==> src/hw/rtl/symmetric_3x3_convolution_filter_defines.svh <==
// Assertion macros for the 3x3 convolution filter.
// Used by the top level; expects i_clk and i_rst_n in scope.
`ifndef SYMMETRIC_3X3_CONVOLUTION_FILTER_DEFINES_SVH
`define SYMMETRIC_3X3_CONVOLUTION_FILTER_DEFINES_SVH
`ifndef SYNTHESIS
`define SCF_ASSERT_ALWAYS(lbl, expr) \
    lbl: assert property (@(posedge i_clk) disable iff (!i_rst_n) (expr)) \
        else $error("scf: invariant violated");
`define SCF_ASSERT_IMPLY(lbl, pre, post) \
    lbl: assert property (@(posedge i_clk) disable iff (!i_rst_n) (pre) |-> (post)) \
        else $error("scf: implication violated");
`else
`define SCF_ASSERT_ALWAYS(lbl, expr)
`define SCF_ASSERT_IMPLY(lbl, pre, post)
`endif
`endif

==> src/hw/rtl/scf_pkg.sv <==
// Shared types and constants of the 3x3 convolution filter.
// No dependencies.
`default_nettype none
package scf_pkg;
    localparam int QDEPTH = 4;
    localparam int QCW    = $clog2(QDEPTH + 1);
    localparam int QAW    = $clog2(QDEPTH);

    localparam int CFG_IDX_W  = 3;
    localparam int CFG_DATA_W = 12;
    localparam logic [CFG_IDX_W-1:0] CFG_IMAGE_WIDTH    = 3'd0;
    localparam logic [CFG_IDX_W-1:0] CFG_EDGE_MODE      = 3'd1;
    localparam logic [CFG_IDX_W-1:0] CFG_CORNER_WEIGHT  = 3'd2;
    localparam logic [CFG_IDX_W-1:0] CFG_SIDE_WEIGHT    = 3'd3;
    localparam logic [CFG_IDX_W-1:0] CFG_CENTER_WEIGHT  = 3'd4;
    localparam logic [CFG_IDX_W-1:0] CFG_EDGE_THRESHOLD = 3'd5;

    localparam logic [7:0] GRAY_R = 8'd77;
    localparam logic [7:0] GRAY_G = 8'd150;
    localparam logic [7:0] GRAY_B = 8'd29;

    typedef logic [23:0] t_rgb;

    typedef struct packed {
        logic [11:0]        image_width;
        logic               edge_mode;
        logic signed [11:0] corner_weight;
        logic signed [11:0] side_weight;
        logic signed [11:0] center_weight;
        logic [7:0]         edge_threshold;
    } t_cfg;

    // win[3*row+col], rows top to bottom; e1: window as is, e2: right-border copy
    typedef struct packed {
        t_rgb [8:0] win;
        logic       e1;
        logic       e2;
        logic       fd;
    } t_job;
endpackage
`default_nettype wire

==> src/hw/rtl/scf_queue.sv <==
// Short job queue between front and back of the convolution filter.
// Depends on scf_pkg.
`default_nettype none
module scf_queue import scf_pkg::*; (
    input  wire logic           i_clk,
    input  wire logic           i_rst_n,
    input  wire logic           i_push,
    input  wire t_job           i_job,
    input  wire logic           i_pop,
    output t_job                o_head,
    output logic [QCW-1:0]      o_cnt
);
    t_job            r_mem [QDEPTH];
    logic [QAW-1:0]  r_wp;
    logic [QAW-1:0]  r_rp;
    logic [QCW-1:0]  r_cnt;

    always_ff @(posedge i_clk) begin
        if (i_push) begin
            r_mem[r_wp] <= i_job;
        end
    end

    always_ff @(posedge i_clk) begin
        if (!i_rst_n) begin
            r_wp  <= '0;
            r_rp  <= '0;
            r_cnt <= '0;
        end else begin
            if (i_push) r_wp <= r_wp + 1'b1;
            if (i_pop) r_rp <= r_rp + 1'b1;
            if (i_push && !i_pop) r_cnt <= r_cnt + 1'b1;
            else if (!i_push && i_pop) r_cnt <= r_cnt - 1'b1;
        end
    end

    assign o_head = r_mem[r_rp];
    assign o_cnt  = r_cnt;
endmodule
`default_nettype wire

==> config.mk <==
export PLATFORM = sky130hd
export DESIGN_NAME = scf_queue
export DESIGN_NICKNAME = d
export VERILOG_FILES = /design/src/hw/rtl/symmetric_3x3_convolution_filter_defines.svh /design/src/hw/rtl/scf_pkg.sv /design/src/hw/rtl/scf_queue.sv
export SDC_FILE = /design/constraint.sdc
export NUM_CORES = 1
export LEC_CHECK = 0
export BUFFER_PORTS_ARGS = -buffer_cell sky130_fd_sc_hd__buf_2
export CAP_MARGIN = 25
export CORE_UTILIZATION = 61
export CTS_BUF_LIST = sky130_fd_sc_hd__clkbuf_8 sky130_fd_sc_hd__clkbuf_16
export DETAILED_ROUTE_END_ITERATION = 12
export PLACE_DENSITY = 0.89
export SKIP_CTS_REPAIR_TIMING = 1
export SLEW_MARGIN = 25
export SYNTH_ARGS = -nofsm -noshare
export SYNTH_HDL_FRONTEND = slang
export SYNTH_SLANG_ARGS = --single-unit
==> constraint.sdc <==
create_clock -name i_clk -period 13.7 [get_ports i_clk]
set_input_delay 1.37 -clock i_clk [delete_from_list [all_inputs] [get_ports i_clk]]
set_output_delay 1.37 -clock i_clk [all_outputs]
set_load 0.005 [all_outputs]
## After elaboration in Yosys (flattened, before gate mapping)

Memories as Yosys holds them, arrays and structs flattened. A register that Yosys moved wholly into a read port is not among the register bits.
Index checks and enable logic that the tools add are counted.

| word-level totals | value |
|---|---|
| bits in registers | 7 |
| latch bits | 0 |
| bits in writable memories | 876 |
| bits in read-only memories | 0 |
| output and inout port bits | 222 |
| word-level logic and storage cells | 19 |
| memories kept | 1 |

| cells by class | value |
|---|---|
| add/sub/neg operators | 4 |
| multipliers | 0 |
| divide/modulo/power cells | 0 |
| order comparisons | 0 |
| eq/ne operators | 0 |
| shifts and indexed selects | 0 |
| muxes and demuxes | 6 |
| bitwise gates (word level) | 0 |
| reduce and logical (&&, ||, !) cells | 5 |

Memories:

| memory | words | width | read ports | clocked after Yosys merged registers in | write ports | line | RTL |
|---|---|---|---|---|---|---|---|
| r_mem | 4 | 219 | 1 | 1 | 1 | scf_queue.sv:13 | `t_job r_mem [QDEPTH];` |

Operators by type and width:

| cell | count |
|---|---|
| 3-bit 2-to-1 mux | 2 |
| 2-bit by 1-bit adder with 2-bit output, second input constant | 2 |
| 2-bit 2-to-1 mux | 2 |
| 3-bit by 1-bit adder with 3-bit output, second input constant | 1 |
| 3-bit by 1-bit subtractor with 3-bit output, second input constant | 1 |
| 1-bit logical AND | 2 |
| 1-bit zero test | 2 |
| 1-bit 2-to-1 mux | 2 |
| 2-bit nonzero test | 1 |

## Depth between registers and ports, before layout

| logic depth | value |
|---|---|
| word-level depth | 4 |
| mapped depth | 7 |

## Least setup slack after synthesis

Ideal clock, no wire load.

| path | value |
|---|---|
| path type | input-to-reg |
| start | in i_push |
| end | mem r_mem[0][0] (netlist bit) (enable) |
| arrival | 6.331 ns |
| data required time | 13.094 ns |
| slack | 6.763 ns |
| stages on the path | 1 |
| cells stage by stage | and2_1 |

| between the ends | value |
|---|---|
| longest elaborated chain between the ends | 2 |

RTL lines:

| item | line | RTL |
|---|---|---|
| from (decl) | scf_queue.sv:7 | `input wire logic i_push,` |
| 1-bit 2-to-1 mux | scf_queue.sv:19 | `if (i_push) begin` |
| 1-bit 2-to-1 mux (implied by the code) | scf_queue.sv:20 | `r_mem[r_wp] <= i_job;` |
| to (decl) | scf_queue.sv:13 |  |

Every way passes these cells.

==> results.md <==
- TritonCTS clock tree: built
- Most frequent cells in the layout: edfxtp_1, buf_2, mux4_2
- Post-synthesis sequential area ratio: between 80% and 90%
- Worst-case clock buffer depth: 3
- Crit path max fanout: ~110
- CTS Sinks: 885
- 1st-iter DRT viols: between 1000 and 1500
- Critical Path RT: 12330 ps
- Cell-internal power: ~4.7 mW
- Routed vias: 14800
- Share of power burned in registers: 53.3%
- Main combinational cell family by area after synthesis: multiplexers
- Distinct cells, synth: 20
- Mapped Cells: about 1200
- Routed wire per std cell: ~29 um
- Simple-Gate Fraction of Synth Area: less than 1%
- Layout Cells excl Fill: 2443
- I/O pin count: about 450
- Initial Util: between 60% and 70%
- Post-route setup TNS: 0 ps
- Status: complete, no violations
- Period utilization: a little under two fifths
- Sw Pwr: 1.28 mW
- Share of cells above drive strength 1: between 40% and 50%
- Top delay family on crit path: buffers and inverters
- Worst skew pair latency: approximately 620 ps
- Fin crit period: around 5000 ps
- Inst Count DP: ~2300
- Register clock-pin slew on the reported worst setup and hold paths: approximately 60 ps
- Worst path cell trace: buf_4 -> buf_12 -> mux4_2 -> buf_2
- P per Cell Area: around 160 nW/um^2
- Area delta synth->final: 16.6%
- Setup repair after global routing missed its margin: false
- Most common cell after layout, fill and taps aside: edfxtp_1
- Final setup fails: 0
- Combinational Power Share: 8.9%
- Mux contribution to synthesized area: between 15 and 20%
- Die area: roughly 54000 um^2
- Clock Skews: ~20 ps
- Global-route wire length before repair: approximately 100 mm
- Gr ovfl total: 0
- Peak supply drop: 144 uV
- Worst Setup Path Type: reg -> out
- Post-synthesis register bit count: approximately 890
- Clock group share of total power: between 30% and 40%
- Crit-path slowest cell: buf_4
- Max Clock Freq: a little under 200 MHz
- Ys Warns: 0
- Fillers: roughly 2800
- Gr usage total: a little over a quarter
- Post-Synth Adder-Cell Area: 0.256%
- Final hold viol count: 0
- XOR/XNOR Fraction of Synth Area: less than 1%
- Synthesized area per cell: around 27 um^2
- TritonRoute pass-1 iters: 5
- CP endpoint kind: output port
- Root Buffer: clkbuf_16
- Final RePlAce weighted congestion: ~0.77
- Final Net Count: ~1900
- Port Buf Inserts: 444
- Worst EP arrival: about 3700 ps
- Sw frac: between 20% and 30%
- Max_slew headroom: about 28%
- CP startpoint kind: flip-flop
- Total Wirelength: 69.7 mm
- Mapped Area: ~32000 um^2
- Synthesized net count: ~1400
- Post-DR vias/cell: around 6
- Vias in the first global route: around 16000
- Total of max-cap violations: 0
- Hold Path Class: reg -> reg
- ANT nets after route: 0
- Critical Path Max Stage Delay: 710 ps
- # DRC: 0
- Compound-Gate Fraction of Synth Area: 0.0388%
- Core footprint: around 52000 um^2
- Largest net degree at the start of global routing: 110
- Die H: ~230 um
- H-tree levels: 3
- DIE WIDTH: 232 um
- Slew Viols, Final: 0
- Leak Pwr: around 13 nW
- Worst slew pin tran: about 1100 ps
- Buf/Inv on CP: 3
- Number of cell rows: between 80 and 90
- CTS buffer count: 84
- Detailed placer's ending HPWL: 39.7 mm
- Initial antenna violation count: 22
sequential cells by signal, indices dropped and copies added, names as in the netlist, named ones only:
signal,cells
r_mem,876
o_cnt,3
r_rp,2
r_wp,2
metal layers:
layer | global-route usage, % | share of wire (%) | vias up
met4 | 9.93 | 3.3 | 22
met3 | 8.51 | 9.5 | 167
met2 | 45.9 | 54 | 782
li1 | - | - | 6174
met1 | 29.6 | 33 | 7681
met5 | 0 | 0.19 | -
logic make-up (layout without fill, tap and decap cells):
logic type	Yosys count	in the layout
muxes	221	221
adders and majority gates	6	6
DFF	885	885
other	0	12
xor gates and xnor gates	5	5
and+or+nand+nor	13	13
buffers and inverters	53	619
AOI/OAI and AO/OA	2	2
cells in the mapped netlist, drive strengths merged:
master | instances | area share (%)
a21boi | 1 | 0.023
xnor2 | 2 | 0.054
fa | 1 | 0.062
or3 | 1 | 0.019
o21ai | 1 | 0.015
xor2 | 3 | 0.081
clkbuf | 2 | 0.023
nor2b | 2 | 0.039
ha | 5 | 0.19
inv | 4 | 0.047
edfxtp | 876 | 82
and2 | 9 | 0.17
mux2i | 2 | 0.062
nand2 | 1 | 0.012
buf | 47 | 1.8
mux4 | 219 | 15
dfxtp | 9 | 0.56
metrics by stage:
stage          instance area [um^2]  total power [mW]  worst slack (ps)  hold slack, ps  util (%)
2_1_floorplan                 32300              3.53              6760             481         -
3_3_place_gp                  34900              3.70              9080             478      67.4
3_5_place_dp                  34900              3.73              9120             526      67.4
4_1_cts                       37600              5.97              8430             563      72.5
5_1_grt                       37600              6.10              8350             587      72.6
6_report                      37600              5.93              8650             560      72.6
final cells by class:
cell class	instances	area, um^2	area share, %
clock buffer	86	2150	5.72
tap	680	851	2.26
inverter	4	15.0	0.0399
clock inverter	66	518	1.38
antenna	12	30.0	0.0798
timing repair buffer	463	2400	6.37
sequential	885	26500	70.4
multi-input combinational	247	5180	13.8
final timing paths:
path	slack (ps)	to	cells after the start	start
worst min register to register	560	r_wp[1]$_SDFFE_PN0P_	2	r_wp[1]$_SDFFE_PN0P_
worst max-delay path	8650	o_head[195]	4	flip-flop
worst min-delay path	560	r_wp[1]$_SDFFE_PN0P_	2	r_wp[1]$_SDFFE_PN0P_
worst max register to register	10440	r_mem[2][125]$_DFFE_PP_	5	r_wp[0]$_SDFFE_PN0P_
tightest hold or removal path: cells and delay by family, from the launching register on:
family	cells	cell delay, ps
flops	1	340
mux	1	130
simple gates	1	50
power by group through the flow:
stage | Combinational [mW] | Clock, mW | Sequential (mW)
after floorplan | 0.311 | 0 | 3.22
after global routing | 0.561 | 2.37 | 3.17
after CTS | 0.531 | 2.27 | 3.16
after global placement | 0.506 | 0 | 3.20
after detailed placement | 0.517 | 0 | 3.21
final | 0.527 | 2.24 | 3.16
Power figures use the tool's default switching activity.
