`config.mk`:
```
export PLATFORM = sky130hd
export DESIGN_NAME = scf_back
export DESIGN_NICKNAME = d
export VERILOG_FILES = /design/src/hw/rtl/symmetric_3x3_convolution_filter_defines.svh /design/src/hw/rtl/scf_pkg.sv /design/src/hw/rtl/scf_back.sv
export SDC_FILE = /design/constraint.sdc
export NUM_CORES = 2
export LEC_CHECK = 0
export ABC_AREA = 1
export BUFFER_PORTS_ARGS = -buffer_cell sky130_fd_sc_hd__buf_2
export CAP_MARGIN = 20
export CORE_MARGIN = 5
export CORE_UTILIZATION = 56
export CTS_CLUSTER_DIAMETER = 50
export DETAILED_ROUTE_END_ITERATION = 7
export HOLD_SLACK_MARGIN = 0.12
export PLACE_DENSITY = 0.76
export SLEW_MARGIN = 20
export SYNTH_ARGS = -nofsm -noshare
export SYNTH_HDL_FRONTEND = slang
export SYNTH_SLANG_ARGS = --single-unit
```
`constraint.sdc`:
```
create_clock -name i_clk -period 12 [get_ports i_clk]
set_input_delay 1.8 -clock i_clk [delete_from_list [all_inputs] [get_ports i_clk]]
set_output_delay 1.8 -clock i_clk [all_outputs]
set_load 0.01 [all_outputs]
```
`src/hw/rtl/symmetric_3x3_convolution_filter_defines.svh`:
```
// Assertion macros for the 3x3 convolution filter.
// Used by the top level; expects i_clk and i_rst_n in scope.
`ifndef SYMMETRIC_3X3_CONVOLUTION_FILTER_DEFINES_SVH
`define SYMMETRIC_3X3_CONVOLUTION_FILTER_DEFINES_SVH
`ifndef SYNTHESIS
`define SCF_ASSERT_ALWAYS(lbl, expr) \
    lbl: assert property (@(posedge i_clk) disable iff (!i_rst_n) (expr)) \
        else $error("scf: invariant violated");
`define SCF_ASSERT_IMPLY(lbl, pre, post) \
    lbl: assert property (@(posedge i_clk) disable iff (!i_rst_n) (pre) |-> (post)) \
        else $error("scf: implication violated");
`else
`define SCF_ASSERT_ALWAYS(lbl, expr)
`define SCF_ASSERT_IMPLY(lbl, pre, post)
`endif
`endif

```
`src/hw/rtl/scf_pkg.sv`:
```
// Shared types and constants of the 3x3 convolution filter.
// No dependencies.
`default_nettype none
package scf_pkg;
    localparam int QDEPTH = 4;
    localparam int QCW    = $clog2(QDEPTH + 1);
    localparam int QAW    = $clog2(QDEPTH);

    localparam int CFG_IDX_W  = 3;
    localparam int CFG_DATA_W = 12;
    localparam logic [CFG_IDX_W-1:0] CFG_IMAGE_WIDTH    = 3'd0;
    localparam logic [CFG_IDX_W-1:0] CFG_EDGE_MODE      = 3'd1;
    localparam logic [CFG_IDX_W-1:0] CFG_CORNER_WEIGHT  = 3'd2;
    localparam logic [CFG_IDX_W-1:0] CFG_SIDE_WEIGHT    = 3'd3;
    localparam logic [CFG_IDX_W-1:0] CFG_CENTER_WEIGHT  = 3'd4;
    localparam logic [CFG_IDX_W-1:0] CFG_EDGE_THRESHOLD = 3'd5;

    localparam logic [7:0] GRAY_R = 8'd77;
    localparam logic [7:0] GRAY_G = 8'd150;
    localparam logic [7:0] GRAY_B = 8'd29;

    typedef logic [23:0] t_rgb;

    typedef struct packed {
        logic [11:0]        image_width;
        logic               edge_mode;
        logic signed [11:0] corner_weight;
        logic signed [11:0] side_weight;
        logic signed [11:0] center_weight;
        logic [7:0]         edge_threshold;
    } t_cfg;

    // win[3*row+col], rows top to bottom; e1: window as is, e2: right-border copy
    typedef struct packed {
        t_rgb [8:0] win;
        logic       e1;
        logic       e2;
        logic       fd;
    } t_job;
endpackage
`default_nettype wire

```
`src/hw/rtl/scf_back.sv`:
```
// Back of the convolution filter: weighted sums, rounding, clamp and
// threshold, three register stages. Depends on scf_pkg.
`default_nettype none
module scf_back import scf_pkg::*; #(
    parameter int WEIGHT_FRAC_BITS = 8
) (
    input  wire logic  i_clk,
    input  wire logic  i_rst_n,
    input  wire t_cfg  i_cfg,
    input  wire t_job  i_job,
    input  wire logic  i_q_valid,
    input  wire logic  i_stall,
    output logic       o_pop,
    output logic       o_valid,
    output logic [7:0] o_red,
    output logic [7:0] o_green,
    output logic [7:0] o_blue,
    output logic       o_frame_done,
    output logic       o_last
);
    localparam int SW = 26;
    localparam logic signed [SW-1:0] RND = SW'(1) <<< (WEIGHT_FRAC_BITS - 1);

    logic r_second;

    logic       r1_v;
    logic [9:0] r1_cs [3];
    logic [9:0] r1_ss [3];
    logic [7:0] r1_cm [3];
    logic       r1_fd;
    logic       r1_last;

    logic              r2_v;
    logic signed [22:0] r2_pc [3];
    logic signed [22:0] r2_ps [3];
    logic signed [22:0] r2_pm [3];
    logic              r2_fd;
    logic              r2_last;

    logic       r3_v;
    logic [7:0] r3_q [3];
    logic       r3_fd;
    logic       r3_last;

    logic       adv1;
    logic       adv2;
    logic       adv3;
    logic       second;
    logic       last_sel;
    t_rgb [8:0] sw;
    logic [9:0] cs [3];
    logic [9:0] ss [3];
    logic [7:0] cm [3];
    logic signed [SW-1:0] t [3];
    logic signed [SW-1:0] sh [3];
    logic [7:0] q [3];

    always_comb begin
        adv3     = !r3_v || !i_stall;
        adv2     = !r2_v || adv3;
        adv1     = !r1_v || adv2;
        second   = r_second || !i_job.e1;
        last_sel = second || !i_job.e2;
        o_pop    = adv1 && i_q_valid && last_sel;
        for (int r = 0; r < 3; r++) begin
            sw[3*r]   = second ? i_job.win[3*r+1] : i_job.win[3*r];
            sw[3*r+1] = second ? i_job.win[3*r+2] : i_job.win[3*r+1];
            sw[3*r+2] = i_job.win[3*r+2];
        end
        for (int ch = 0; ch < 3; ch++) begin
            cs[ch] = 10'(sw[0][(2-ch)*8 +: 8]) + 10'(sw[2][(2-ch)*8 +: 8])
                   + 10'(sw[6][(2-ch)*8 +: 8]) + 10'(sw[8][(2-ch)*8 +: 8]);
            ss[ch] = 10'(sw[1][(2-ch)*8 +: 8]) + 10'(sw[3][(2-ch)*8 +: 8])
                   + 10'(sw[5][(2-ch)*8 +: 8]) + 10'(sw[7][(2-ch)*8 +: 8]);
            cm[ch] = sw[4][(2-ch)*8 +: 8];
            t[ch]  = SW'(r2_pc[ch]) + SW'(r2_ps[ch]) + SW'(r2_pm[ch]) + RND;
            sh[ch] = t[ch] >>> WEIGHT_FRAC_BITS;
            if (t[ch][SW-1]) q[ch] = 8'd0;
            else if (sh[ch] > SW'(255)) q[ch] = 8'd255;
            else q[ch] = sh[ch][7:0];
            if (i_cfg.edge_mode) q[ch] = (q[ch] > i_cfg.edge_threshold) ? 8'd255 : 8'd0;
        end
    end

    always_ff @(posedge i_clk) begin
        if (!i_rst_n) begin
            r_second <= 1'b0;
            r1_v     <= 1'b0;
            r2_v     <= 1'b0;
            r3_v     <= 1'b0;
        end else begin
            if (adv1) begin
                r1_v <= i_q_valid;
                if (i_q_valid) r_second <= !last_sel;
            end
            if (adv2) r2_v <= r1_v;
            if (adv3) r3_v <= r2_v;
        end
    end

    always_ff @(posedge i_clk) begin
        if (adv1) begin
            r1_cs   <= cs;
            r1_ss   <= ss;
            r1_cm   <= cm;
            r1_fd   <= i_job.fd;
            r1_last <= last_sel;
        end
        if (adv2) begin
            for (int ch = 0; ch < 3; ch++) begin
                r2_pc[ch] <= $signed(i_cfg.corner_weight) * $signed({1'b0, r1_cs[ch]});
                r2_ps[ch] <= $signed(i_cfg.side_weight) * $signed({1'b0, r1_ss[ch]});
                r2_pm[ch] <= $signed(i_cfg.center_weight) * $signed({3'b000, r1_cm[ch]});
            end
            r2_fd   <= r1_fd;
            r2_last <= r1_last;
        end
        if (adv3) begin
            r3_q    <= q;
            r3_fd   <= r2_fd;
            r3_last <= r2_last;
        end
    end

    assign o_valid      = r3_v;
    assign o_red        = r3_q[0];
    assign o_green      = r3_q[1];
    assign o_blue       = r3_q[2];
    assign o_frame_done = r3_fd;
    assign o_last       = r3_last;
endmodule
`default_nettype wire

```
# Word-level counts from Yosys, hierarchy flattened
# Memories as Yosys holds them, arrays and structs flattened.
# Index checks and enable logic that the tools add are counted.
# Widths: inputs -> output; s select.
[word_totals]
register_bits = 118
ram_bits = 207
input_bits = 280
output_inout_bits = 28
wordCells = 102
n_memories = 3
[mem_list]
columns = ["memory", "depth", "width", "rd", "rd_ports_with_merged_regs", "write_ports", "line_no", "source"]
rows = [
  ["r2_pc", 3, 23, 3, 0, 3, "scf_back.sv:34", "logic signed [22:0] r2_pc [3];"],
  ["r2_pm", 3, 23, 3, 0, 3, "scf_back.sv:36", "logic signed [22:0] r2_pm [3];"],
  ["r2_ps", 3, 23, 3, 0, 3, "scf_back.sv:35", "logic signed [22:0] r2_ps [3];"],
]
[op_classes]
n_addsub = 27
mul = 9
magnitude_cmp = 6
n_mux = 20
n_reduce_logical = 15
[op_table]
columns = ["op", "count"]
rows = [
  ["$mux 24", 6],
  ["$mul 12x11->23", 6],
  ["$mux 8", 12],
  ["$add 25x9->26 const B", 3],
  ["$add 24x23->25", 3],
  ["$add 23x23->24", 3],
  ["$mul 12x9->21", 3],
  ["$add 10x8->10", 6],
  ["$add 9x8->10", 6],
  ["$add 8x8->9", 6],
  ["$gt 18x9->1 const B", 3],
  ["$gt 8x8->1", 3],
  ["$logic_not 1->1", 7],
  ["$logic_or 1x1->1", 5],
  ["$logic_and 1x1->1", 2],
  ["$mux 1", 2],
  ["$reduce_and 2->1", 1],
]

# Longest topological paths before layout
[logic_depth]
ltp_word = 9
ltp_mapped = 30
depth_no_buf = 30

# Worst setup path after synthesis
# Ideal clock, no wire load.
[synth_path]
path_type = "input to output"
from = "input port i_stall"
to = "output port o_pop"
arrival_ns = 7.165
required_ns = 10.200
path_slack_ns = 3.035
stages = 5
path_cell_list = "nand2_1 > nor2_1 > inv_1 > nor2_1 > nor3b_1"
[synth_via]
elab_chain_cells = 6
[synth_lines]
columns = ["element", "line_no", "source"]
rows = [
  ["start, declared", "scf_back.sv:12", "input wire logic i_stall,"],
  ["$logic_not 1->1", "scf_back.sv:59", "adv3 = !r3_v || !i_stall;"],
  ["$logic_or 1x1->1", "scf_back.sv:59", ""],
  ["$logic_or 1x1->1", "scf_back.sv:60", "adv2 = !r2_v || adv3;"],
  ["named net adv2", "scf_back.sv:46", "logic adv2;"],
  ["$logic_or 1x1->1", "scf_back.sv:61", "adv1 = !r1_v || adv2;"],
  ["$logic_and 1x1->1 (2 in series)", "scf_back.sv:64", "o_pop = adv1 && i_q_valid && last_sel;"],
  ["end, declared", "scf_back.sv:13", "output logic o_pop,"],
]
# The timed path passes the listed nets, and every way through them passes these cells.

==> run summary <==
The measured slew at the worst slew-check pin works out to 1240 ps. The post-synthesis instance total came out at 7,700. The worst pin sits at a relative slew slack of 16.3%. After floorplanning, the core was divided into 123 placement rows. After routing, the total negative slack on setup checks comes to 0 ps. The proportion of register bits with asynchronous set or reset after synthesis is 0%, and the net count after synthesis is 9,711.

The worst hold path belongs to the class register to register. The number of antenna violations at the first check in global routing is 19. The number of different library cells used by synthesis comes to 57. The count of buffers added on input and output ports is 295. Number of violations reported at the end of detailed-routing iteration 0: 3,774. For this run, the leading register cell type out of synthesis is sky130_fd_sc_hd__edfxtp_1. The logs give 120,000 um^2 for the floorplan die area and 141 mm for the HPWL after detailed placement.

The synthesized area is 63,600 um^2. The cell sitting at the root of the clock tree is a sky130_fd_sc_hd__clkbuf_16. The share of the clock period used by the worst path is 59.0%. The startpoint type of the worst setup path is an input pin. Once the floorplan was initialized, standard cells occupied 56.5% of the core. The total number of yosys warnings came out at 0.

The run gives 12,310 ps as the required time of the critical path. Clock-pin slew was measured on the worst setup and hold paths at 60 ps. Setup violations remaining at the end of the flow were counted as 0.

The layout overhead on the synthesized area works out to 6.76%. The number of buffers added by the clock tree synthesis step is 45, and the number of max-slew violations in the final report is 0. Summing over every cut layer, the via total after detailed routing is 48,700. Classification of the worst setup path: input pin to register. No sink is reached through more buffers than the 3 on the longest clock path.

The filler cell count was 9,780. The first-pass detailed-route iteration total was 8; the end-of-flow core utilization was 60.3%. The run gives 9,858 as the net count of the finished layout. Post-route minimum period: 7080 ps. 308 I/O pins were placed. The total of cells resized after clock tree synthesis is 0. Max-cap violations in this run came to 0. The first global-routing pass estimated 269 mm of wire. Across the routed clock network, the largest skew measured is 31.6 ps. The largest net degree at the start of global routing is 133, and the number of endpoints with negative hold slack in the final report is 0. The number of nets with antenna violations after detailed routing was 0. STA classifies the critical path endpoint as a register. Clock latency on the worst-skew pair, taken at its later pin, is 640 ps. Summed over all layers, the global routing overflow is 0. The total global-route track usage is 28.2%. Setup repair after global routing left no endpoint under its margin. Along the worst path, the maximum fanout reaches 30. The clock tree synthesis step divided the H-tree into 2 levels. Post-cts hold buffer count: 0. The total routed wirelength was 167 mm; the mean instance size in the synthesized netlist was 8.26 um^2. In the routed design, unresolved DRC markers number 0. After detailed routing, the number of vias per cell comes to 5.18. The routed wire length per instance was 17.8 um; the width of the die was 347 um. The number of flops mapped to enable cells by yosys came out at 315.

The highest achievable clock rate was 0.141 GHz; the number of global-route vias before repair was 51,500. The share of the Yosys chip area taken by registers is 15.0%. The logs give 319 for the clock sink count and 113,000 um^2 for the floorplan core area. The flow ran to the end, and the final reports show no timing, DRC or antenna violations.

Routability-driven placement finished with a final weighted congestion of 0.970. TritonCTS built the clock tree. At the worst endpoint, the arrival time is 7390 ps. The share of final-layout standard cells stronger than drive strength 1 is 5.67%. Leaving out fill and tap cells, the most frequent cell in the layout is sky130_fd_sc_hd__inv_1. The top cell types in the final layout, fill and taps aside, are 2,347 x sky130_fd_sc_hd__inv_1, 1,777 x sky130_fd_sc_hd__nand2_1, 1,074 x sky130_fd_sc_hd__fa_1, 657 x sky130_fd_sc_hd__ha_1, 315 x sky130_fd_sc_hd__edfxtp_1.

The floorplan step set the die height to 347 um. The tools report the buffers inserted during post-CTS setup optimization as 0. The post-synthesis sequential element count is 319, and the final hold slack is 420 ps.
-- registers in the layout, summed over array words and instances, names as in the netlist, 8 cells and up --
name and cells:
o_green 8, o_blue 8, o_red 8, r2_pm 63, r1_ss 30, r1_cs 30
r1_cm 24, r2_ps 69, r2_pc 69
-- worst max-delay path: stages --
cell                      delay (ps)
sky130_fd_sc_hd__buf_2           560
sky130_fd_sc_hd__nand2_1         190
sky130_fd_sc_hd__fa_1            570
sky130_fd_sc_hd__inv_1            40
sky130_fd_sc_hd__ha_1            170
sky130_fd_sc_hd__inv_1            60
sky130_fd_sc_hd__fa_1            430
sky130_fd_sc_hd__fa_1            540
sky130_fd_sc_hd__inv_1            50
sky130_fd_sc_hd__fa_1            440
sky130_fd_sc_hd__ha_1            380
sky130_fd_sc_hd__nand2_1          70
sky130_fd_sc_hd__o21ai_0         420
sky130_fd_sc_hd__a21oi_1         220
sky130_fd_sc_hd__o21ai_0         500
sky130_fd_sc_hd__nand3_1         170
sky130_fd_sc_hd__nand2_1         110
sky130_fd_sc_hd__xor2_1          640
-- cell families after synthesis --
kind of cell	synth area share [%]
compound gates	5.04
flops	15.0
buf+inv	15.2
xor+xnor	3.69
simple gates	13.6
fa+ha+maj	46.7
mux	0.724
-- area by class of cell --
type / count / area [um^2] / area share [%]
Antenna cell: 11 / 27.5 / 0.0405
Clock buffer: 46 / 1150 / 1.69
Clock inverter: 36 / 437 / 0.643
Inverter: 2364 / 8880 / 13.1
Multi-Input combinational cell: 4804 / 44400 / 65.4
Sequential cell: 319 / 9540 / 14.0
Tap cell: 1500 / 1880 / 2.76
Timing Repair Buffer: 313 / 1610 / 2.37
-- synth_stat cells, types with 3 or more instances --
library cell,instances,area share [%]
sky130_fd_sc_hd__a31oi_1,12,0.12
sky130_fd_sc_hd__inv_2,13,0.077
sky130_fd_sc_hd__o2111ai_1,5,0.069
sky130_fd_sc_hd__edfxtp_1,315,15
sky130_fd_sc_hd__nor3_2,4,0.063
sky130_fd_sc_hd__xor2_1,175,2.4
sky130_fd_sc_hd__a21o_1,14,0.17
sky130_fd_sc_hd__a22oi_1,3,0.035
sky130_fd_sc_hd__o21ai_0,179,1.4
sky130_fd_sc_hd__clkbuf_1,203,1.2
sky130_fd_sc_hd__o21bai_1,12,0.14
sky130_fd_sc_hd__o21ai_1,4,0.031
sky130_fd_sc_hd__xnor2_1,91,1.3
sky130_fd_sc_hd__a21boi_0,6,0.071
sky130_fd_sc_hd__o221ai_1,3,0.041
sky130_fd_sc_hd__a21oi_2,10,0.14
sky130_fd_sc_hd__ha_1,657,13
sky130_fd_sc_hd__nor3_1,20,0.16
sky130_fd_sc_hd__dfxtp_1,4,0.13
sky130_fd_sc_hd__o21a_1,4,0.047
sky130_fd_sc_hd__o211ai_1,8,0.094
sky130_fd_sc_hd__nor2_2,10,0.098
sky130_fd_sc_hd__nand3b_1,8,0.094
sky130_fd_sc_hd__nor2_1,162,0.96
sky130_fd_sc_hd__nor4_1,10,0.098
sky130_fd_sc_hd__nand2_1,1778,10
sky130_fd_sc_hd__inv_1,2349,14
sky130_fd_sc_hd__nand2_2,5,0.049
sky130_fd_sc_hd__a21boi_1,4,0.047
sky130_fd_sc_hd__o31ai_1,12,0.14
sky130_fd_sc_hd__buf_1,5,0.030
sky130_fd_sc_hd__a211oi_1,5,0.059
sky130_fd_sc_hd__fa_1,1074,34
sky130_fd_sc_hd__nand3_1,134,1.1
sky130_fd_sc_hd__a21oi_1,293,2.3
sky130_fd_sc_hd__nand4_1,34,0.33
sky130_fd_sc_hd__nand3_2,3,0.047
sky130_fd_sc_hd__mux2i_1,46,0.72
-- layer usage --
layer	vias to the layer above	global-route usage (%)	share of wire [%]	routed length (um)
li1	22900	-	-	-
met4	10	11.7	4.7	7830
met1	23900	35.3	39	65800
met3	339	4.93	7.2	12000
met5	-	0	0.041	68
met2	1563	48.7	49	81500
-- stage by stage --
step	worst slack (ps)	instances	cell area, um^2
after detailed placement	4500	9300	66300
after CTS	5160	9382	67900
after global placement	4590	9300	66300
final	4920	9393	67900
after global routing	4590	9389	67900
after floorplan	3030	7700	63600
-- final timing paths --
kind,from,endpoint,slack [ps],cells after the start
max,i_cfg[23],r2_ps[0][65]$_DFFE_PP_,4920,18
max reg2reg,r1_ss[2]$_DFFE_PN_,r2_ps[0][65]$_DFFE_PP_,5970,17
min,r2_fd$_DFFE_PP_,o_frame_done$_DFFE_PP_,420,0
min reg2reg,r2_fd$_DFFE_PP_,o_frame_done$_DFFE_PP_,420,0
Power is not shown: default switching activity piles up to over one toggle a cycle in this logic, so the estimate is an artifact.
